--- config.mk ---
export PLATFORM = sky130hd
export DESIGN_NAME = sorted_priority_queue_unit
export DESIGN_NICKNAME = d
export VERILOG_FILES = /design/src/hdl/spq_pkg.sv /design/src/hdl/sorted_priority_queue_unit.sv /design/src/hdl/spq_cell.sv
export VERILOG_INCLUDE_DIRS = /design/src /design/src/hdl
export SDC_FILE = /design/constraint.sdc
export NUM_CORES = 2
export LEC_CHECK = 0
export BUFFER_PORTS_ARGS = -buffer_cell sky130_fd_sc_hd__buf_2
export CAP_MARGIN = 20
export CORE_ASPECT_RATIO = 1.4
export CORE_UTILIZATION = 42
export DETAILED_ROUTE_END_ITERATION = 8
export SYNTH_ARGS = -nofsm -noshare
export SYNTH_HDL_FRONTEND = slang
export SYNTH_SLANG_ARGS = --single-unit
--- constraint.sdc ---
create_clock -name i_clk -period 9 [get_ports i_clk]
set_input_delay 0.45 -clock i_clk [delete_from_list [all_inputs] [get_ports i_clk]]
set_output_delay 0.45 -clock i_clk [all_outputs]
set_load 0.01 [all_outputs]
--- src/hdl/sorted_priority_queue_unit_defines.svh ---
// Assertion macros for the sorted priority queue.
// Included by the top level; no other dependencies.
`ifndef SORTED_PRIORITY_QUEUE_UNIT_DEFINES_SVH
`define SORTED_PRIORITY_QUEUE_UNIT_DEFINES_SVH

// Same-cycle implication, disabled while reset is low.
`define SPQ_ASSERT_NOW(label, clk, rst_n, ante, cons, msg) \
    label: assert property (@(posedge clk) disable iff (!rst_n) (ante) |-> (cons)) \
        else $error(msg);

// Next-cycle implication, disabled while reset is low.
`define SPQ_ASSERT_NEXT(label, clk, rst_n, ante, cons, msg) \
    label: assert property (@(posedge clk) disable iff (!rst_n) (ante) |=> (cons)) \
        else $error(msg);

`endif

--- src/hdl/spq_pkg.sv ---
// Shared constants and types for the sorted priority queue.
// No dependencies.
`default_nettype none
package spq_pkg;
    localparam int QUEUE_DEPTH = 16;
    localparam int CNT_W       = $clog2(QUEUE_DEPTH + 1);
    localparam int VAL_W       = 32;
    localparam int PRI_W       = 14;
    localparam int OP_W        = 2;
    localparam int ST_W        = 2;

    localparam logic [PRI_W-1:0] MAX_PRIORITY = PRI_W'(9999);

    localparam logic [OP_W-1:0] OP_APPEND = 2'd0;
    localparam logic [OP_W-1:0] OP_INSERT = 2'd1;
    localparam logic [OP_W-1:0] OP_REMOVE = 2'd2;

    localparam logic [ST_W-1:0] ST_OK    = 2'd0;
    localparam logic [ST_W-1:0] ST_FULL  = 2'd1;
    localparam logic [ST_W-1:0] ST_EMPTY = 2'd2;

    // Command broadcast to every cell of the chain.
    typedef struct packed {
        logic                    ins;
        logic                    append;
        logic                    rem;
        logic signed [VAL_W-1:0] value;
        logic [PRI_W-1:0]        prio;
    } t_cell_cmd;
endpackage
`default_nettype wire

--- src/hdl/sorted_priority_queue_unit.sv ---
// Sorted priority queue: a chain of spq_cell slots kept in priority order.
// Depends on spq_pkg, spq_cell and sorted_priority_queue_unit_defines.svh.
//
// Input channel: i_valid / o_stall carry an operation (append at the rear
// with priority 9999, insert by priority, remove front) with its value and
// priority. An item is taken at an edge with i_valid high and o_stall low.
// Output channel: o_valid / i_stall carry one result per item: the removed
// value (zero unless a remove succeeded), a status (ok, full, empty) and
// the occupancy after the operation.
// The result is registered at the edge that takes the item. Throughput
// is one item per cycle unless a result waits under i_stall; every slot
// compares its priority against the incoming one and shifts in the same
// cycle, so the chain of slots sets the pace, not any loop.
// While a result waits under i_stall, o_stall is high and nothing is taken.
// Reset empties the queue and drops any pending result; slot contents are
// not cleared and are never read before being written.
`default_nettype none
`include "sorted_priority_queue_unit_defines.svh"
module sorted_priority_queue_unit (
    input  wire logic                              i_clk,
    input  wire logic                              i_rst_n,
    input  wire logic                              i_valid,
    output logic                                   o_stall,
    input  wire logic [spq_pkg::OP_W-1:0]          i_operation,
    input  wire logic signed [spq_pkg::VAL_W-1:0]  i_item_value,
    input  wire logic [spq_pkg::PRI_W-1:0]         i_item_priority,
    output logic                                   o_valid,
    input  wire logic                              i_stall,
    output logic signed [spq_pkg::VAL_W-1:0]       o_removed_value,
    output logic [spq_pkg::ST_W-1:0]               o_status,
    output logic [spq_pkg::CNT_W-1:0]              o_occupancy
);
    localparam int N = spq_pkg::QUEUE_DEPTH;

    logic [spq_pkg::CNT_W-1:0]        r_count, n_count;
    logic                             r_out_valid;
    logic signed [spq_pkg::VAL_W-1:0] r_out_value, n_out_value;
    logic [spq_pkg::ST_W-1:0]         r_out_status, n_out_status;

    logic fire, is_enq, is_rem, full, empty;
    spq_pkg::t_cell_cmd cmd;

    logic                             w_ge    [N];
    logic signed [spq_pkg::VAL_W-1:0] w_value [N];
    logic [spq_pkg::PRI_W-1:0]        w_prio  [N];

    assign o_stall = r_out_valid && i_stall;
    assign fire    = i_valid && !o_stall;
    assign is_enq  = (i_operation == spq_pkg::OP_APPEND) ||
                     (i_operation == spq_pkg::OP_INSERT);
    assign is_rem  = (i_operation == spq_pkg::OP_REMOVE);
    assign full    = (r_count == spq_pkg::CNT_W'(N));
    assign empty   = (r_count == '0);

    always_comb begin
        cmd.ins    = fire && is_enq && !full;
        cmd.append = (i_operation == spq_pkg::OP_APPEND);
        cmd.rem    = fire && is_rem && !empty;
        cmd.value  = i_item_value;
        if (cmd.append || (i_item_priority > spq_pkg::MAX_PRIORITY)) begin
            cmd.prio = spq_pkg::MAX_PRIORITY;
        end else begin
            cmd.prio = i_item_priority;
        end
    end

    for (genvar g = 0; g < N; g++) begin : g_cell
        logic                             left_ge;
        logic signed [spq_pkg::VAL_W-1:0] left_value, right_value;
        logic [spq_pkg::PRI_W-1:0]        left_prio, right_prio;

        if (g == 0) begin : g_head
            assign left_ge    = 1'b0;
            assign left_value = '0;
            assign left_prio  = '0;
        end else begin : g_body
            assign left_ge    = w_ge[g-1];
            assign left_value = w_value[g-1];
            assign left_prio  = w_prio[g-1];
        end
        if (g == N - 1) begin : g_tail
            assign right_value = '0;
            assign right_prio  = '0;
        end else begin : g_mid
            assign right_value = w_value[g+1];
            assign right_prio  = w_prio[g+1];
        end

        spq_cell u_cell (
            .i_clk         (i_clk),
            .i_cmd         (cmd),
            .i_occupied    (r_count > spq_pkg::CNT_W'(g)),
            .i_left_ge     (left_ge),
            .i_left_value  (left_value),
            .i_left_prio   (left_prio),
            .i_right_value (right_value),
            .i_right_prio  (right_prio),
            .o_ge          (w_ge[g]),
            .o_value       (w_value[g]),
            .o_prio        (w_prio[g])
        );
    end

    always_comb begin
        n_count      = r_count;
        n_out_value  = '0;
        n_out_status = spq_pkg::ST_OK;
        if (cmd.ins) begin
            n_count = r_count + 1'b1;
        end else if (cmd.rem) begin
            n_count     = r_count - 1'b1;
            n_out_value = w_value[0];
        end
        if (is_enq && full) begin
            n_out_status = spq_pkg::ST_FULL;
        end else if (is_rem && empty) begin
            n_out_status = spq_pkg::ST_EMPTY;
        end
    end

    always_ff @(posedge i_clk) begin
        if (!i_rst_n) begin
            r_count     <= '0;
            r_out_valid <= 1'b0;
        end else begin
            if (fire) begin
                r_count     <= n_count;
                r_out_valid <= 1'b1;
            end else if (!i_stall) begin
                r_out_valid <= 1'b0;
            end
        end
    end

    always_ff @(posedge i_clk) begin
        if (fire) begin
            r_out_value  <= n_out_value;
            r_out_status <= n_out_status;
        end
    end

    assign o_valid         = r_out_valid;
    assign o_removed_value = r_out_value;
    assign o_status        = r_out_status;
    assign o_occupancy     = r_count;

    `SPQ_ASSERT_NOW(a_count_bound, i_clk, i_rst_n, 1'b1, r_count <= spq_pkg::CNT_W'(N), "occupancy above depth")
    `SPQ_ASSERT_NEXT(a_count_idle, i_clk, i_rst_n, !fire, $stable(r_count), "occupancy moved without an item")
    `SPQ_ASSERT_NEXT(a_empty_rem, i_clk, i_rst_n, fire && is_rem && empty, o_status == spq_pkg::ST_EMPTY && o_occupancy == '0, "remove on empty not flagged")
    `SPQ_ASSERT_NEXT(a_full_ins, i_clk, i_rst_n, fire && is_enq && full, o_status == spq_pkg::ST_FULL && $stable(r_count), "insert on full not dropped")
endmodule
`default_nettype wire

--- src/hdl/spq_cell.sv ---
// One slot of the sorted queue chain: holds a value and its priority.
// Depends on spq_pkg.
`default_nettype none
module spq_cell (
    input  wire logic                            i_clk,
    input  wire spq_pkg::t_cell_cmd              i_cmd,
    input  wire logic                            i_occupied,
    input  wire logic                            i_left_ge,
    input  wire logic signed [spq_pkg::VAL_W-1:0] i_left_value,
    input  wire logic [spq_pkg::PRI_W-1:0]       i_left_prio,
    input  wire logic signed [spq_pkg::VAL_W-1:0] i_right_value,
    input  wire logic [spq_pkg::PRI_W-1:0]       i_right_prio,
    output logic                                 o_ge,
    output logic signed [spq_pkg::VAL_W-1:0]     o_value,
    output logic [spq_pkg::PRI_W-1:0]            o_prio
);
    logic signed [spq_pkg::VAL_W-1:0] r_value, n_value;
    logic [spq_pkg::PRI_W-1:0]        r_prio, n_prio;

    // Entries stay sorted, so this flag is monotonic along the chain.
    assign o_ge    = !i_occupied || (!i_cmd.append && (r_prio >= i_cmd.prio));
    assign o_value = r_value;
    assign o_prio  = r_prio;

    always_comb begin
        n_value = r_value;
        n_prio  = r_prio;
        if (i_cmd.ins && o_ge) begin
            if (i_left_ge) begin
                n_value = i_left_value;
                n_prio  = i_left_prio;
            end else begin
                n_value = i_cmd.value;
                n_prio  = i_cmd.prio;
            end
        end else if (i_cmd.rem) begin
            n_value = i_right_value;
            n_prio  = i_right_prio;
        end
    end

    always_ff @(posedge i_clk) begin
        r_value <= n_value;
        r_prio  <= n_prio;
    end
endmodule
`default_nettype wire
==> results.ini <==
[synthesis]
async_flop_share=0
synth_edf_count=770
syn-num-nets=4465
synth-seq-area-share=0.5015
synth_top_area_cell=edfxtp_1
syn-cell-area_um2=46340
ys_warn_count=0
synth-main-ff-cell=edfxtp_1
yosysTopAreaCellShare=0.4989
ys_ff_latch=776
synth.avg_cell_area_um2=10.99
yosysUniqueCellTypes=77
netlist_top_cells_area=edfxtp_1 (50%), mux2i_1 (12%), a21oi_1 (8.8%)
synthCells=4216

[floorplan]
num_io_pins=93
die-area_um2=111700
rows=143
start_util=0.4253
die_w_um=282.7
die_height_um=395.0
coreArea_um2=109000

[setup_path]
r2r_slack_ns=4.56
worstSetupEndpointType=flop
worstPathArrival_ns=5.82
crit_path_start_kind=input pin
cp_max_fo=57
required_ns=9.41
worstSetupPathType=input pin to flop

[sta]
period_needed_ns=5.415
finalCritPeriodShare=0.6017
final_max_slew_viol_count=0
skew_ns=0.02038
fin_setup_tns_ns=0
grt_setup_unrepaired=false
setup_viol=0
worst_pin_slew_ns=1.159
whs_ns=0.2211
max_slew_margin=0.2276
final_hold_viol_count=0
max_freq_mhz=184.7

[finish]
num-fill-cells=10010
syn_to_final_growth_pct=9.004
fin_area_um2=50510
fin_nets=4374
drive_gt1_frac=0.1229

[detailed_routing]
wl_met2_mm=60.11
via_count=33310
wl_per_cell_um=23.47
wl_met1_mm=57.17
wl_met3_mm=8.331
top_layer=met4
remaining_drc_errors=0
finalWirelength_mm=132.4
viasPerCell=5.903
drtAntennaViolNets=0
drtPass1Iterations=5
initialDrtViolationCount=3134

[job]
cap_violations=0

[clock_network]
clock_latency_ns=0.67
clock_sinks=776
htreeDepth=3
ctsRootBufferMaster=clkbuf_16
clkTransAtPathRegs_ns=0.07
cts_buffers=79
clockBufferDepth=3
cts_tree=built

[global_routing]
antenna_found_initial=2
grt_max_degree=209
grt_pass1_wl_mm=201.4
grt_pass1_vias=32350
grt-ovfl-total=0
track_usage=0.2338

[power_and_ir_drop]
peakVddDrop_v=0.0001258
p_per_area_nw_per_um2=196.5
leakage_nw=20.83
total_power_mw=9.925

[status]
status=complete, no violations

[hold_path]
hold_path.class=input pin to flop

[placement]
dpl_cell_area_um2=47910
dp_hpwl_mm=92.83
portBuffers=92
gp_congestion=0.9594

[sequential cells by signal (all words and copies together) (netlist names)]
signal / count
g_cell.u_cell.o_value: 512
g_cell.u_cell.o_prio: 224
o_removed_value: 32
o_occupancy: 5
o_status: 2
o_valid: 1
[critical path, cell delays in order]
cell      delay [ns]
buf_2           0.17
nor4_1          0.54
or4_1           0.22
nand2_1         0.40
nor2_2          0.23
buf_4           0.36
ha_1            0.30
and4_1          0.22
a221o_1         0.38
a211oi_1        0.76
a211o_2         0.88
nand2_2         0.50
buf_12          0.33
[report_power, final]
group          switching, mW  internal [mW]  total [mW]
Sequential             0.224           4.44        4.66
Combinational           1.24          0.719        1.96
Clock                   1.47           1.84        3.30
Total                   2.93           6.99        9.93
[cells in the final DEF, fill, tap and decap left out, types with 42 or more instances in the layout]
cell,n
nand3_1,115
a21oi_1,815
clkbuf_16,81
buf_2,92
nand2_1,283
buf_4,83
a31oi_1,85
edfxtp_1,770
o21ai_0,119
nor2_1,188
mux2i_1,576
and2_1,47
inv_1,46
mux2_2,126
ha_1,197
a21o_1,42
[cell type report]
class	count	area, um^2	area share
Inverter	47	176.4	0.003492
Tap cell	1450	1814	0.03592
Clock inverter	46	431.7	0.008545
Timing Repair Buffer	185	1254	0.02482
Antenna cell	4	10.01	0.0001982
Multi-Input combinational cell	3036	21490	0.4255
Clock buffer	99	2095	0.04146
Sequential cell	776	23240	0.4601
[cell families after synthesis]
kind of cell | after synthesis | share of synthesized area
buffers and inverters | 404 | 0.04209
XOR/XNOR | 7 | 0.001323
adder cells (fa/ha/maj) | 210 | 0.05600
multiplexers | 727 | 0.1611
AND/OR/NAND/NOR | 829 | 0.08413
flip-flops | 776 | 0.5015
AO/OA/AOI/OAI | 1263 | 0.1538
[final timing paths]
path / from / end / cells past startpoint
worst min-delay path: i_operation[1] / o_occupancy[4]$_SDFFE_PN0P_ / 3
worst max-delay path: i_item_priority[7] / g_cell[0].u_cell.o_value[20]$_DFFE_PP_ / 13
worst max register to register: o_occupancy[2]$_SDFFE_PN0P_ / g_cell[7].u_cell.o_value[6]$_DFFE_PP_ / 9
worst min register to register: g_cell[1].u_cell.o_value[9]$_DFFE_PP_ / g_cell[0].u_cell.o_value[9]$_DFFE_PP_ / 2
[per-stage QoR]
step           setup WS [ns]  utilization  std cells
2_1_floorplan          3.127            -       4216
3_5_place_dp           2.664       0.4397       5489
4_1_cts                3.368       0.4631       5637
6_report               3.585       0.4636       5643
5_1_grt                3.282       0.4635       5640
3_3_place_gp           2.724       0.4395       5488
[routing by layer]
metal / vias to the layer above / GRT usage
li1: 15800 / -
met1: 15990 / 0.3131
met2: 1215 / 0.3697
met3: 297 / 0.03018
met4: 0 / 0.1181
met5: - / 0
[cell usage after synthesis, drive strengths merged (3+ instances only)]
library cell,instances
edfxtp,770
o21a,4
nand2,287
o31a,5
xnor2,6
o211ai,17
dfxtp,6
a31oi,96
a2111oi,3
and3,20
nand3,117
o21ai,142
a21oi,826
and4,25
a31o,9
nand3b,3
mux2i,576
nor4,4
mux2,151
nor2b,15
nand4,14
and2,53
nor2,195
nor3,34
inv,46
a221oi,4
a211oi,16
o311ai,9
or2,16
a21boi,8
a32oi,11
or3,16
buf,198
a21o,42
a22oi,3
a211o,12
o31ai,6
ha,197
o2bb2ai,7
o22ai,8
o2111ai,14
nand2b,27
clkbuf,159
maj3,13
[timing repair]
item	4_1_cts	5_1_grt
resized for setup	0	0
buffers inserted	0	0
endpoints found under the hold margin	2	0
hold buffers	3	0
endpoints found under the setup margin	0	0
No activity file was read; power rests on OpenSTA's default activity.
